**config.mk**
```make
export PLATFORM = sky130hd
export DESIGN_NAME = nearest_neighbor_scale_blit_core_flat
export DESIGN_NICKNAME = d
export VERILOG_FILES = /design/src/nnsb_pkg.sv /design/src/nnsb_if.sv /design/src/nnsb_ctrl.sv /design/src/nnsb_dp.sv /design/src/nearest_neighbor_scale_blit_core.sv /design/src/flat_wrapper.sv
export SDC_FILE = /design/constraint.sdc
export NUM_CORES = 2
export LEC_CHECK = 0
export ABC_CLOCK_PERIOD_IN_PS = 13580
export BUFFER_PORTS_ARGS = -buffer_cell sky130_fd_sc_hd__buf_2
export CAP_MARGIN = 25
export CORE_MARGIN = 2
export CORE_UTILIZATION = 55
export CTS_CLUSTER_SIZE = 10
export DETAILED_ROUTE_END_ITERATION = 7
export PLACE_DENSITY = 0.72
export SLEW_MARGIN = 10
export SYNTH_ARGS = -nofsm -noshare
export SYNTH_HDL_FRONTEND = slang
export SYNTH_SLANG_ARGS = --single-unit
```
**constraint.sdc**
```tcl
create_clock -name clk -period 13.58 [get_ports clk]
set_clock_uncertainty 0.2 [all_clocks]
set_input_delay 0.679 -clock clk [delete_from_list [all_inputs] [get_ports clk]]
set_output_delay 0.679 -clock clk [all_outputs]
set_load 0.005 [all_outputs]
```
**src/nnsb_pkg.sv**
```systemverilog
`default_nettype none

package nnsb_pkg;

    // Field widths
    localparam int CFG_W   = 13;    // dimension / stride registers
    localparam int OFS_W   = 12;    // dst_x / dst_y
    localparam int COL_W   = 12;    // target and source column
    localparam int ROW_W   = 11;    // target row
    localparam int SRC_W   = 12;    // source row
    localparam int CH_W    = 8;     // one color channel
    localparam int ADDR_W  = 25;
    localparam int PIX_W   = 24;
    localparam int IDX_W   = 24;
    localparam int REG_IDX_W = 3;

    // Long division: dividend is column times width, one quotient bit per step
    localparam int DIV_N_W   = COL_W + CFG_W;
    localparam int DIV_STEPS = DIV_N_W;
    localparam int DIV_CNT_W = $clog2(DIV_STEPS);

    localparam int MAX_DIM_DEFAULT = 4096;

    // Register indexes
    localparam logic [REG_IDX_W-1:0] REG_SRC_WIDTH  = 3'd0;
    localparam logic [REG_IDX_W-1:0] REG_SRC_HEIGHT = 3'd1;
    localparam logic [REG_IDX_W-1:0] REG_DST_WIDTH  = 3'd2;
    localparam logic [REG_IDX_W-1:0] REG_DST_HEIGHT = 3'd3;
    localparam logic [REG_IDX_W-1:0] REG_DST_STRIDE = 3'd4;
    localparam logic [REG_IDX_W-1:0] REG_DST_X      = 3'd5;
    localparam logic [REG_IDX_W-1:0] REG_DST_Y      = 3'd6;

    typedef struct packed {
        logic accept;   // take input beat, advance target counters
        logic load;     // form the two dividends
        logic step;     // one division step
        logic finish;   // form source index, load output register
    } ctrl_cmd_t;

    typedef struct packed {
        logic div_last; // current step is the final one
        logic out_free; // output register can take a result this cycle
    } dp_stat_t;

endpackage

`default_nettype wire

```
**src/nnsb_if.sv**
```systemverilog
`default_nettype none

interface nnsb_in_if;
    logic                      valid;
    logic                      ready;
    logic [nnsb_pkg::CH_W-1:0] src_red;
    logic [nnsb_pkg::CH_W-1:0] src_green;
    logic [nnsb_pkg::CH_W-1:0] src_blue;

    modport source (output valid, output src_red, output src_green, output src_blue,
                    input ready);
    modport sink   (input valid, input src_red, input src_green, input src_blue,
                    output ready);
endinterface

interface nnsb_out_if;
    logic                        valid;
    logic                        ready;
    logic [nnsb_pkg::ADDR_W-1:0] dest_address;
    logic [nnsb_pkg::PIX_W-1:0]  dest_pixel;
    logic [nnsb_pkg::IDX_W-1:0]  next_src_index;
    logic                        frame_last;

    modport source (output valid, output dest_address, output dest_pixel,
                    output next_src_index, output frame_last, input ready);
    modport sink   (input valid, input dest_address, input dest_pixel,
                    input next_src_index, input frame_last, output ready);
endinterface

`default_nettype wire

```
**src/nnsb_ctrl.sv**
```systemverilog
`default_nettype none

module nnsb_ctrl
(
    input  wire logic               clk,
    input  wire logic               rst_n,
    input  wire logic               in_valid,
    output logic                    in_ready,
    input  wire nnsb_pkg::dp_stat_t stat,
    output nnsb_pkg::ctrl_cmd_t     cmd
);

    typedef enum logic [3:0] {
        S_IDLE = 4'b0001,
        S_MUL  = 4'b0010,
        S_DIV  = 4'b0100,
        S_IDX  = 4'b1000
    } state_t;

    state_t state_reg;
    state_t state_next;

    always_comb
    begin
        cmd        = '0;
        in_ready   = 1'b0;
        state_next = state_reg;
        unique case (state_reg)
            S_IDLE:
            begin
                in_ready = 1'b1;
                if (in_valid)
                begin
                    cmd.accept = 1'b1;
                    state_next = S_MUL;
                end
            end
            S_MUL:
            begin
                cmd.load   = 1'b1;
                state_next = S_DIV;
            end
            S_DIV:
            begin
                cmd.step = 1'b1;
                if (stat.div_last)
                begin
                    state_next = S_IDX;
                end
            end
            S_IDX:
            begin
                if (stat.out_free)
                begin
                    cmd.finish = 1'b1;
                    state_next = S_IDLE;
                end
            end
            default:
            begin
                state_next = S_IDLE;
            end
        endcase
    end

    always_ff @(posedge clk or negedge rst_n)
    begin
        if (!rst_n)
        begin
            state_reg <= S_IDLE;
        end
        else
        begin
            state_reg <= state_next;
        end
    end

`ifndef SYNTH
    a_accept_to_mul: assert property (@(posedge clk) disable iff (!rst_n)
        cmd.accept |=> (state_reg == S_MUL))
        else $error("accepted beat did not start the multiply step");

    a_div_holds: assert property (@(posedge clk) disable iff (!rst_n)
        (state_reg == S_DIV && !stat.div_last) |=> (state_reg == S_DIV))
        else $error("division left before its last step");

    a_finish_free: assert property (@(posedge clk) disable iff (!rst_n)
        cmd.finish |-> stat.out_free)
        else $error("result written over a pending output beat");

    a_single_cmd: assert property (@(posedge clk) disable iff (!rst_n)
        $onehot0({cmd.accept, cmd.load, cmd.step, cmd.finish}))
        else $error("more than one datapath command at once");
`endif

endmodule

`default_nettype wire

```
**src/nnsb_dp.sv**
```systemverilog
`default_nettype none

module nnsb_dp
#(
    parameter int MAX_DIM = nnsb_pkg::MAX_DIM_DEFAULT
)
(
    input  wire logic                            clk,
    input  wire logic                            rst_n,
    input  wire logic                            cfg_we,
    input  wire logic [nnsb_pkg::REG_IDX_W-1:0]  cfg_index,
    input  wire logic [nnsb_pkg::CFG_W-1:0]      cfg_data,
    input  wire logic [nnsb_pkg::CH_W-1:0]       src_red,
    input  wire logic [nnsb_pkg::CH_W-1:0]       src_green,
    input  wire logic [nnsb_pkg::CH_W-1:0]       src_blue,
    input  wire nnsb_pkg::ctrl_cmd_t             cmd,
    output nnsb_pkg::dp_stat_t                   stat,
    nnsb_out_if.source                           pixel_out
);

    localparam int CW = nnsb_pkg::CFG_W;
    localparam int NW = nnsb_pkg::DIV_N_W;
    localparam logic [CW:0] MAX_LIM = (CW+1)'(MAX_DIM);

    function automatic logic [CW-1:0] clamp_dim(input logic [CW-1:0] v,
                                                input logic [CW-1:0] lo);
        logic [CW-1:0] r;
        if (v < lo)
            r = lo;
        else if ({1'b0, v} > MAX_LIM)
            r = MAX_LIM[CW-1:0];
        else
            r = v;
        return r;
    endfunction

    // Configuration
    logic [CW-1:0]                  src_width_reg, src_height_reg;
    logic [CW-1:0]                  dst_width_reg, dst_height_reg, dst_stride_reg;
    logic [nnsb_pkg::OFS_W-1:0]     dst_x_reg, dst_y_reg;

    // Walk state
    logic [nnsb_pkg::COL_W-1:0]     target_column_reg;
    logic [nnsb_pkg::ROW_W-1:0]     target_row_reg;
    logic [nnsb_pkg::COL_W-1:0]     source_column_reg;
    logic [nnsb_pkg::SRC_W-1:0]     source_row_reg;
    logic [CW-1:0]                  column_remainder_reg, row_remainder_reg;

    // Divider dividend / quotient shift registers and step count
    logic [NW-1:0]                  col_num_reg, row_num_reg;
    logic [nnsb_pkg::DIV_CNT_W-1:0] cnt_reg;

    // Per-beat work registers
    logic [nnsb_pkg::ADDR_W-1:0]    addr_work_reg;
    logic [nnsb_pkg::PIX_W-1:0]     pixel_work_reg;
    logic                           last_work_reg;

    // Output register
    logic                           out_valid_reg;
    logic [nnsb_pkg::ADDR_W-1:0]    out_addr_reg;
    logic [nnsb_pkg::PIX_W-1:0]     out_pixel_reg;
    logic [nnsb_pkg::IDX_W-1:0]     out_index_reg;
    logic                           out_last_reg;

    logic [CW-1:0]   sw, sh, tw, th_full;
    logic [CW-2:0]   th;
    logic [CW-1:0]   col_inc;
    logic [CW-2:0]   row_inc;
    logic            row_end, last;
    logic [CW-1:0]   row_base;
    logic [2*CW-1:0] addr_prod, addr_sum;
    logic [NW-1:0]   col_prod;
    logic [NW-2:0]   row_prod;
    logic [CW:0]     col_ext, row_ext;
    logic            col_ge, row_ge;
    logic [CW-1:0]   col_rem_next, row_rem_next;
    logic [NW-1:0]   col_num_next, row_num_next;
    logic [NW-1:0]   idx_prod;
    logic [NW-1:0]   idx_sum;

    assign sw      = clamp_dim(src_width_reg, CW'(1));
    assign sh      = clamp_dim(src_height_reg, CW'(1));
    assign tw      = clamp_dim(dst_width_reg, CW'(1));
    assign th_full = clamp_dim(dst_height_reg, CW'(2));
    assign th      = th_full[CW-1:1];

    // Target advance
    assign col_inc = {1'b0, target_column_reg} + CW'(1);
    assign row_inc = {1'b0, target_row_reg} + (CW-1)'(1);
    assign row_end = (col_inc >= tw);
    assign last    = row_end && (row_inc >= th);

    // Destination address of the current target pixel
    assign row_base  = {1'b0, dst_y_reg} + {2'b00, target_row_reg};
    assign addr_prod = row_base * dst_stride_reg;
    assign addr_sum  = addr_prod + (2*CW)'(dst_x_reg) + (2*CW)'(target_column_reg);

    // Dividends
    assign col_prod = target_column_reg * sw;
    assign row_prod = target_row_reg * sh;

    // Restoring division, one quotient bit per step for each axis
    assign col_ext      = {column_remainder_reg, col_num_reg[NW-1]};
    assign col_ge       = (col_ext >= {1'b0, tw});
    assign col_rem_next = col_ge ? CW'(col_ext - {1'b0, tw}) : col_ext[CW-1:0];
    assign col_num_next = {col_num_reg[NW-2:0], col_ge};

    assign row_ext      = {row_remainder_reg, row_num_reg[NW-1]};
    assign row_ge       = (row_ext >= {2'b00, th});
    assign row_rem_next = row_ge ? CW'(row_ext - {2'b00, th}) : row_ext[CW-1:0];
    assign row_num_next = {row_num_reg[NW-2:0], row_ge};

    // Next source index
    assign idx_prod = source_row_reg * sw;
    assign idx_sum  = idx_prod + NW'(source_column_reg);

    assign stat.div_last = (cnt_reg == nnsb_pkg::DIV_CNT_W'(nnsb_pkg::DIV_STEPS - 1));
    assign stat.out_free = !out_valid_reg || pixel_out.ready;

    always_ff @(posedge clk or negedge rst_n)
    begin
        if (!rst_n)
        begin
            src_width_reg        <= CW'(1);
            src_height_reg       <= CW'(1);
            dst_width_reg        <= CW'(1);
            dst_height_reg       <= CW'(2);
            dst_stride_reg       <= CW'(1);
            dst_x_reg            <= '0;
            dst_y_reg            <= '0;
            target_column_reg    <= '0;
            target_row_reg       <= '0;
            source_column_reg    <= '0;
            source_row_reg       <= '0;
            column_remainder_reg <= '0;
            row_remainder_reg    <= '0;
            cnt_reg              <= '0;
            out_valid_reg        <= 1'b0;
        end
        else
        begin
            if (cfg_we)
            begin
                unique case (cfg_index)
                    nnsb_pkg::REG_SRC_WIDTH:  src_width_reg  <= cfg_data;
                    nnsb_pkg::REG_SRC_HEIGHT: src_height_reg <= cfg_data;
                    nnsb_pkg::REG_DST_WIDTH:  dst_width_reg  <= cfg_data;
                    nnsb_pkg::REG_DST_HEIGHT: dst_height_reg <= cfg_data;
                    nnsb_pkg::REG_DST_STRIDE: dst_stride_reg <= cfg_data;
                    nnsb_pkg::REG_DST_X:      dst_x_reg      <= cfg_data[nnsb_pkg::OFS_W-1:0];
                    nnsb_pkg::REG_DST_Y:      dst_y_reg      <= cfg_data[nnsb_pkg::OFS_W-1:0];
                    default:                  ;
                endcase
            end

            if (cmd.accept)
            begin
                if (!row_end)
                begin
                    target_column_reg <= col_inc[nnsb_pkg::COL_W-1:0];
                end
                else
                begin
                    target_column_reg <= '0;
                    target_row_reg    <= last ? '0 : row_inc[nnsb_pkg::ROW_W-1:0];
                end
            end

            if (cmd.load)
            begin
                column_remainder_reg <= '0;
                row_remainder_reg    <= '0;
                cnt_reg              <= '0;
            end
            else if (cmd.step)
            begin
                column_remainder_reg <= col_rem_next;
                row_remainder_reg    <= row_rem_next;
                cnt_reg              <= cnt_reg + nnsb_pkg::DIV_CNT_W'(1);
                if (stat.div_last)
                begin
                    source_column_reg <= col_num_next[nnsb_pkg::COL_W-1:0];
                    source_row_reg    <= row_num_next[nnsb_pkg::SRC_W-1:0];
                end
            end

            if (cmd.finish)
                out_valid_reg <= 1'b1;
            else if (pixel_out.ready)
                out_valid_reg <= 1'b0;
        end
    end

    // Payload, no reset
    always_ff @(posedge clk)
    begin
        if (cmd.accept)
        begin
            addr_work_reg  <= addr_sum[nnsb_pkg::ADDR_W-1:0];
            pixel_work_reg <= {src_red, src_green, src_blue};
            last_work_reg  <= last;
        end
        if (cmd.load)
        begin
            col_num_reg <= col_prod;
            row_num_reg <= {1'b0, row_prod};
        end
        else if (cmd.step)
        begin
            col_num_reg <= col_num_next;
            row_num_reg <= row_num_next;
        end
        if (cmd.finish)
        begin
            out_addr_reg  <= addr_work_reg;
            out_pixel_reg <= pixel_work_reg;
            out_index_reg <= idx_sum[nnsb_pkg::IDX_W-1:0];
            out_last_reg  <= last_work_reg;
        end
    end

    assign pixel_out.valid          = out_valid_reg;
    assign pixel_out.dest_address   = out_addr_reg;
    assign pixel_out.dest_pixel     = out_pixel_reg;
    assign pixel_out.next_src_index = out_index_reg;
    assign pixel_out.frame_last     = out_last_reg;

`ifndef SYNTH
    a_out_holds: assert property (@(posedge clk) disable iff (!rst_n)
        (out_valid_reg && !pixel_out.ready) |=> (out_valid_reg && $stable(out_index_reg)))
        else $error("pending result changed before it was taken");

    a_rem_bound: assert property (@(posedge clk) disable iff (!rst_n)
        $past(cmd.step) |-> (column_remainder_reg < tw))
        else $error("column remainder not below divisor");

    a_wrap_zero: assert property (@(posedge clk) disable iff (!rst_n)
        (cmd.accept && last) |=> (target_column_reg == '0 && target_row_reg == '0))
        else $error("walk did not return to frame start after last pixel");
`endif

endmodule

`default_nettype wire

```
**src/nearest_neighbor_scale_blit_core.sv**
```systemverilog
// An accepted input beat goes through the dividend, division and index states before its result beat is valid.
// Items are handled one at a time: the next beat is taken only once the previous result is in the output register;
//   each item passes through the 25-step shift-subtract divider (one quotient bit a cycle).
// The next input beat is taken while the previous result still waits in the output register.
// Reset (rst_n low, asynchronous) clears the walk counters and the output valid and loads
//   the registers with 1, 1, 1, 2, 1, 0, 0.
`default_nettype none

module nearest_neighbor_scale_blit_core
#(
    parameter int MAX_DIM = nnsb_pkg::MAX_DIM_DEFAULT
)
(
    input  wire logic                           clk,
    input  wire logic                           rst_n,
    input  wire logic                           cfg_we,
    input  wire logic [nnsb_pkg::REG_IDX_W-1:0] cfg_index,
    input  wire logic [nnsb_pkg::CFG_W-1:0]     cfg_data,
    nnsb_in_if.sink                             pixel_in,
    nnsb_out_if.source                          pixel_out
);

    // Controller <-> datapath
    nnsb_pkg::ctrl_cmd_t cmd;
    nnsb_pkg::dp_stat_t  stat;
    logic                in_ready;

    // Sequencer: idle -> build dividends -> 25 division steps -> index and output.
    // An input beat is taken only in idle; the output register decouples the sink side.
    nnsb_ctrl u_ctrl
    (
        .clk      (clk),
        .rst_n    (rst_n),
        .in_valid (pixel_in.valid),
        .in_ready (in_ready),
        .stat     (stat),
        .cmd      (cmd)
    );

    assign pixel_in.ready = in_ready;

    // Datapath: config registers, target walk, address multiply, two shared-step
    // dividers (column and row), source index multiply-add, output register.
    nnsb_dp
    #(
        .MAX_DIM (MAX_DIM)
    )
    u_dp
    (
        .clk       (clk),
        .rst_n     (rst_n),
        .cfg_we    (cfg_we),
        .cfg_index (cfg_index),
        .cfg_data  (cfg_data),
        .src_red   (pixel_in.src_red),
        .src_green (pixel_in.src_green),
        .src_blue  (pixel_in.src_blue),
        .cmd       (cmd),
        .stat      (stat),
        .pixel_out (pixel_out)
    );

endmodule

`default_nettype wire
```
**src/flat_wrapper.sv**
```systemverilog
// flat-port wrapper written by rule: the top's interface ports become plain ports
module nearest_neighbor_scale_blit_core_flat 
#(
    parameter int MAX_DIM = nnsb_pkg::MAX_DIM_DEFAULT
)
  (clk, rst_n, cfg_we, cfg_index, cfg_data, pixel_in_valid, pixel_in_src_red, pixel_in_src_green, pixel_in_src_blue, pixel_in_ready, pixel_out_valid, pixel_out_dest_address, pixel_out_dest_pixel, pixel_out_next_src_index, pixel_out_frame_last, pixel_out_ready);
  nnsb_in_if pixel_in_i ();
  nnsb_out_if pixel_out_i ();
  input  wire logic clk;
  input  wire logic rst_n;
  input  wire logic cfg_we;
  input  wire logic [nnsb_pkg::REG_IDX_W-1:0] cfg_index;
  input  wire logic [nnsb_pkg::CFG_W-1:0] cfg_data;
  input wire logic [$bits(pixel_in_i.valid)-1:0] pixel_in_valid;
  input wire logic [$bits(pixel_in_i.src_red)-1:0] pixel_in_src_red;
  input wire logic [$bits(pixel_in_i.src_green)-1:0] pixel_in_src_green;
  input wire logic [$bits(pixel_in_i.src_blue)-1:0] pixel_in_src_blue;
  output wire logic [$bits(pixel_in_i.ready)-1:0] pixel_in_ready;
  output wire logic [$bits(pixel_out_i.valid)-1:0] pixel_out_valid;
  output wire logic [$bits(pixel_out_i.dest_address)-1:0] pixel_out_dest_address;
  output wire logic [$bits(pixel_out_i.dest_pixel)-1:0] pixel_out_dest_pixel;
  output wire logic [$bits(pixel_out_i.next_src_index)-1:0] pixel_out_next_src_index;
  output wire logic [$bits(pixel_out_i.frame_last)-1:0] pixel_out_frame_last;
  input wire logic [$bits(pixel_out_i.ready)-1:0] pixel_out_ready;
  assign pixel_in_i.valid = pixel_in_valid;
  assign pixel_in_i.src_red = pixel_in_src_red;
  assign pixel_in_i.src_green = pixel_in_src_green;
  assign pixel_in_i.src_blue = pixel_in_src_blue;
  assign pixel_in_ready = pixel_in_i.ready;
  assign pixel_out_valid = pixel_out_i.valid;
  assign pixel_out_dest_address = pixel_out_i.dest_address;
  assign pixel_out_dest_pixel = pixel_out_i.dest_pixel;
  assign pixel_out_next_src_index = pixel_out_i.next_src_index;
  assign pixel_out_frame_last = pixel_out_i.frame_last;
  assign pixel_out_i.ready = pixel_out_ready;
  nearest_neighbor_scale_blit_core #(.MAX_DIM(MAX_DIM)) u_core (.clk(clk), .rst_n(rst_n), .cfg_we(cfg_we), .cfg_index(cfg_index), .cfg_data(cfg_data), .pixel_in(pixel_in_i), .pixel_out(pixel_out_i));
endmodule
```
Yosys cells after proc, flatten, opt, wreduce, memory -nomap -nowiden
Index checks and enable logic that the tools add are counted.
- word-level logic and storage cells: 117
- bits of input ports: 45
- bits in registers: 346
- output and inout bits: 76
- equality and inequality tests: 14
- $add $sub $neg: 9
- bitwise operators: 1
- muxes and demuxes: 35
- magnitude comparators: 12
- multiply operators: 4
- reductions and logical operators: 16
- operators with widths (kind ; number):
    $mux W13 ; 14
    $gt A13 B13 Y1 const B ; 4
    $add A25 B12 Y25 ; 2
    $mux W25 ; 2
    $mux W24 ; 2
    $lt A13 B1 Y1 const B ; 3
    $mul A12 B13 Y25 ; 1
    $mul A13 B13 Y25 ; 1
    $add A24 B12 Y24 ; 1
    $mul A11 B13 Y24 ; 1
    $mul A12 B13 Y24 ; 1
    $pmux W4 S4 ; 1
    $reduce_and A2 Y1 ; 8
    $ge A14 B12 Y1 ; 1
    $ge A14 B13 Y1 ; 1
    $add A12 B1 Y13 const B ; 1
    $add A12 B11 Y13 ; 1
    $ge A13 B13 Y1 ; 1
    $lt A13 B2 Y1 const B ; 1
    $sub A13 B12 Y13 ; 1
    $sub A13 B13 Y13 ; 1
    $add A11 B1 Y12 const B ; 1
    $ge A12 B12 Y1 ; 1
    $mux W12 ; 1
    other kinds (22) ; 39

Depth between registers and ports, before layout
- depth in word-level cells: 7
- mapped depth: 32
- depth with buffers taken out: 31

Hierarchy
Synthesis repeated with hierarchy kept, for this count alone.
- cell total of the unflattened synthesis: 3624
- area total of the unflattened synthesis: 36751.5 um2
- by module, submodules not included (module ; cells an instance ; instances ; area each (um2)):
    nnsb_dp ; 3597 ; 1 ; 36488.7
    nnsb_ctrl ; 27 ; 1 ; 262.8

Worst setup path before layout
OpenSTA, ideal clock, no wires.
- path kind: reg2reg
- from: reg u_core.u_dp.target_row_reg[0] (netlist name)
- to: reg u_core.u_dp.addr_work_reg[23] (netlist name) (data pin)
- required time: 13.114 ns
- clock period less this slack: 7.533 ns
- arrival time: 7.067 ns
- setup slack: 6.047 ns
- stages on the path, launching flop included: 32
- cells stage by stage: dfrtp_1 ha_1 inv_1 fa_1 nor2b_1 o21a_1 o21ai_0 nand2b_1 a31o_2 a41o_1 nor2_1 xnor2_1 clkbuf_1 and2_1 fa_1 inv_1 fa_1 inv_1 fa_1 fa_1 fa_1 fa_1 ha_1 a21oi_1 o221ai_1 nor3_1 a21oi_1 nor4_1 or3_1 nand3_1 o41ai_1 xnor2_1
- word-level cells in the longest chain between the ends: 4
- ends and longest elaborated chain (what ; RTL line ; RTL):
    start: declaration ; nnsb_dp.sv:44 ; logic [nnsb_pkg::ROW_W-1:0] target_row_reg;
    start signal: assignment ; nnsb_dp.sv:165 ; target_row_reg <= last ? '0 : row_inc[nnsb_pkg::ROW_W-1:0];
    $add A12 B11 Y13 ; nnsb_dp.sv:94 ; assign row_base = {1'b0, dst_y_reg} + {2'b00, target_row_reg};
    $mul A13 B13 Y25 ; nnsb_dp.sv:95 ; assign addr_prod = row_base * dst_stride_reg;
    $add A25 B12 Y25 (2 in series) ; nnsb_dp.sv:96 ; assign addr_sum = addr_prod + (2*CW)'(dst_x_reg) + (2*CW)'(target_column_reg);
    named net u_core.u_dp.addr_sum[23] ; nnsb_dp.sv:71 ; logic [2*CW-1:0] addr_prod, addr_sum;
    end signal: assignment ; nnsb_dp.sv:199 ; addr_work_reg <= addr_sum[nnsb_pkg::ADDR_W-1:0];
    end: declaration ; nnsb_dp.sv:54 ; logic [nnsb_pkg::ADDR_W-1:0] addr_work_reg;
The timed path passes the listed nets, and every way through them passes these cells.
A chain may end at the register's enable or synchronous reset.

Worst setup path after layout
- from: reg u_core.u_dp.target_row_reg[1] (netlist name)
- to: reg u_core.u_dp.addr_work_reg[24] (netlist name) (data pin)
The elaborated chain is that of the path after synthesis.

==> run_results.csv <==
group,metric,value,unit
synth,syn_nets,4529,
power_and_ir_drop,power_leakage,19.3,nW
clocking,clockBufferDepth,3,
outcome,outcome,"finished, final reports clean",
clocking,numCtsBuffers,44,
global_routing,grt_pass1_vias,26600,
power_and_ir_drop,ir_drop,0.000731,V
place,port_buffers,120,
timing,setup_tns,0,ns
synth,syn_area_per_cell,9.88,sq um
worst_setup_path,critPathMaxFanout,18,
timing,rsz0062_at_grt,"no",
timing,max_freq,0.114,GHz
detailed_routing,vias_per_cell,5.44,
flow_run,maxCapViolCount,0,
hold_path,min_path_type,"in2reg",
clocking,ctsHoldBuffers,0,
detailed_routing,routed_wl,79.3,mm
final_layout,multiInputGateArea,23900,sq um
power_and_ir_drop,powerDensity,250,nW/um^2
worst_setup_path,cp.required,13.71,ns
final_layout,fin_area,39100,sq um
timing,maxSlewViolCount,0,
global_routing,grtUsageTotal,24.5,%
detailed_routing,drtIter0Drc,1566,
clocking,htree_levels,2,
power_and_ir_drop,seqPwrFrac,19.0,%
detailed_routing,post_drt_wl_per_cell,17.2,um
floorplan,initial_core_util,55.3,%
synth,ys_ff_latch,346,
detailed_routing,via_count,25100,
final_layout,nFillCells,5526,
power_and_ir_drop,power_frac_comb,69.6,%
timing,hold_violations,0,
timing,period_share,64.4,%
worst_setup_path,reg2reg_from,"u_core.u_dp.target_row_reg[1]$_DFFE_PN0P_",
worst_setup_path,worst_r2r_endpoint,"u_core.u_dp.addr_work_reg[24]$_DFFE_PP_",
clocking,cts.sinks,346,
synth,synth_edf_count,173,
clocking,clk_latency,0.59,ns
detailed_routing,drtPass1Iterations,5,
floorplan,die_y,261,um
timing,period_needed,8.75,ns
hold_path,hold-path-cell-count,1,
power_and_ir_drop,switchingPower,0.00450,W
global_routing,grt-ovfl-total,0,
worst_setup_path,crit_type,"reg2reg",
place,routabilityCongestion,0.861,
worst_setup_path,endpoint_kind,"flop",
worst_setup_path,cpPeakStageDelay,0.79,ns
floorplan,core,65500,sq um
global_routing,grt_max_degree,110,
synth,ys.flop_type,"edfxtp_1",
hold_path,hp-start,"pixel_in_src_blue[7]",
power_and_ir_drop,power.share.clock,11.4,%
final_layout,nets,4577,
synth,ys_seq_area_share,26.3,%
global_routing,grt_first_pass_wirelength,133,mm
synth,async_flop_share,49.7,%
hold_path,min_to,"u_core.u_dp.pixel_work_reg[7]$_DFFE_PP_",
power_and_ir_drop,swShare,46.1,%
power_and_ir_drop,p_int,0.00527,W
worst_setup_path,crit_path_top_delay_cell,"xor2_1",
clocking,tritoncts,"yes",
timing,worst_pin_slew,1.02,ns
timing,max-slew-margin-rel,31.5,%
synth,synthCells,3670,
floorplan,dieArea,68000,sq um
power_and_ir_drop,finalPower,0.00977,W
floorplan,num_rows,94,
place,placed_area,37700,sq um
floorplan,boundaryPins,121,
final_layout,ff_latch_area,9530,sq um
final_layout,finish.utilization,59.7,%
detailed_routing,antenna_left,0,
clocking,post_cts_buffers,0,
synth,syn_area,36200,sq um
final_layout,drive_above_1_share,8.96,%
worst_setup_path,crit_path_start_kind,"flop",
clocking,clk_pin_slew_worst_paths,0.06,ns
worst_setup_path,crit_top_cell,"fa_1",
worst_setup_path,r2r_slack,4.83,ns
clocking,cts_root_buffer,"clkbuf_16",
floorplan,fp.dieW,261,um
detailed_routing,drc,0,
place,dp_hpwl,60.4,mm
global_routing,antenna_found_initial,1,
worst_setup_path,r2r_cells,28,
synth,synth_cell_type_count,72,
synth,ys_warn_count,0,
final_layout,antenna_cells,0,
timing,setup_viol,0,
clocking,cts-resized-gates,0,
worst_setup_path,arrival,8.88,ns
final_layout,area_growth,7.83,%
critical path: cells and delay by family, from the launching register on:
| family | cells | cell delay (ns) |
|---|---|---|
| AO/OA/AOI/OAI | 12 | 2.48 |
| XOR/XNOR | 2 | 0.94 |
| adder cells (fa/ha/maj) | 8 | 3.43 |
| buffers and inverters | 2 | 0.18 |
| flip-flops | 1 | 0.72 |
| AND/OR/NAND/NOR | 4 | 0.57 |
power by group through the flow:
stage | clock network [W] | registers (W) | logic, W
global route | 0.00118 | 0.00188 | 0.00777
detailed placement | 0 | 0.00187 | 0.00673
floorplan | 0 | 0.00176 | 0.00539
CTS | 0.00114 | 0.00185 | 0.00682
global placement | 0 | 0.00186 | 0.00660
finish | 0.00112 | 0.00186 | 0.00680
cells by family after synthesis:
logic type	Yosys count	synth area share (%)
simple gates	1143	15.1
mux	96	2.96
flops	346	26.3
buf+inv	761	7.88
compound gates	375	6.66
fa+ha+maj	814	37.9
xor+xnor	135	3.26
cell usage in the layout, fill, tap and decap left out, types with 6 or more instances in the layout:
master       n
a211oi_1    19
a21o_1      41
a21oi_1     79
a22o_1      14
a31oi_1     12
and2_1     266
and3_1      13
buf_2      119
buf_4       36
clkbuf_1    20
clkbuf_16   46
dfrtp_1    166
dfstp_2      6
edfxtp_1   173
fa_1       472
ha_1       342
inv_1      602
mux2_2      89
mux2i_1      7
nand2_1    575
nand2b_1    30
nand3_1     39
nand4_1     10
nor2_1      76
nor2b_1     42
nor3_1      39
nor4_1      12
o211ai_1     7
o21a_1      14
o21ai_0    115
o21bai_1    13
o311ai_0     7
o31ai_1     13
or3_1       13
xnor2_1     82
xor2_1      53
per-stage QoR:
step | setup WS, ns | std cells | hold WS, ns
5_1_grt | 4.21 | 4616 | 0.0646
2_1_floorplan | 6.05 | 3670 | 0.183
3_5_place_dp | 4.99 | 4532 | 0.205
4_1_cts | 4.94 | 4612 | 0.0563
6_report | 4.83 | 4616 | 0.0885
3_3_place_gp | 5.09 | 4530 | 0.201
synth_stat cells, drive strengths merged, types with 13 or more instances:
master / instances / area share [%]
nand2: 575 / 6.0
nor2b: 42 / 0.72
o21a: 14 / 0.29
nor2: 77 / 0.80
a21o: 41 / 0.85
a21oi: 80 / 1.1
edfxtp: 173 / 14
and2: 267 / 4.6
inv: 604 / 6.3
a22o: 14 / 0.34
xor2: 53 / 1.3
fa: 472 / 26
o21bai: 13 / 0.27
o31ai: 13 / 0.27
mux2: 89 / 2.8
dfrtp: 166 / 11
xnor2: 82 / 2.0
o21ai: 116 / 1.6
a211oi: 19 / 0.39
and3: 13 / 0.22
nor3: 41 / 0.57
nand3: 39 / 0.54
or3: 13 / 0.22
clkbuf: 153 / 1.6
nand2b: 30 / 0.52
ha: 342 / 12
area by class of cell:
cell class	instances	share of cell area (%)
sequential	346	24.4
timing repair buffer	159	2.41
multi-input combinational	2563	61.2
inverter	604	5.80
clock inverter	9	0.160
clock buffer	71	3.31
tap	864	2.77
how the worst max path moves through the flow:
stage,slack (ns),start,endpoint
2_1_floorplan,6.05,u_core.u_dp.target_row_reg[0]$_DFFE_PN0P_,u_core.u_dp.addr_work_reg[23]$_DFFE_PP_
3_3_place_gp,5.09,u_core.u_dp.target_row_reg[1]$_DFFE_PN0P_,u_core.u_dp.addr_work_reg[24]$_DFFE_PP_
3_5_place_dp,4.99,u_core.u_dp.target_row_reg[1]$_DFFE_PN0P_,u_core.u_dp.addr_work_reg[24]$_DFFE_PP_
4_1_cts,4.94,u_core.u_dp.target_row_reg[1]$_DFFE_PN0P_,u_core.u_dp.addr_work_reg[24]$_DFFE_PP_
5_1_grt,4.21,u_core.u_dp.target_row_reg[1]$_DFFE_PN0P_,u_core.u_dp.addr_work_reg[24]$_DFFE_PP_
6_report,4.83,u_core.u_dp.target_row_reg[1]$_DFFE_PN0P_,u_core.u_dp.addr_work_reg[24]$_DFFE_PP_
routing by layer:
layer / track usage [%] / vias to the layer above / share of wire (%)
li1: - / 11800 / -
met1: 31.7 / 12600 / 43
met2: 42.8 / 628 / 49
met3: 3.31 / 140 / 5.2
met4: 7.19 / 0 / 2.7
met5: 0 / - / 0
(Power assumes the default switching activity.)
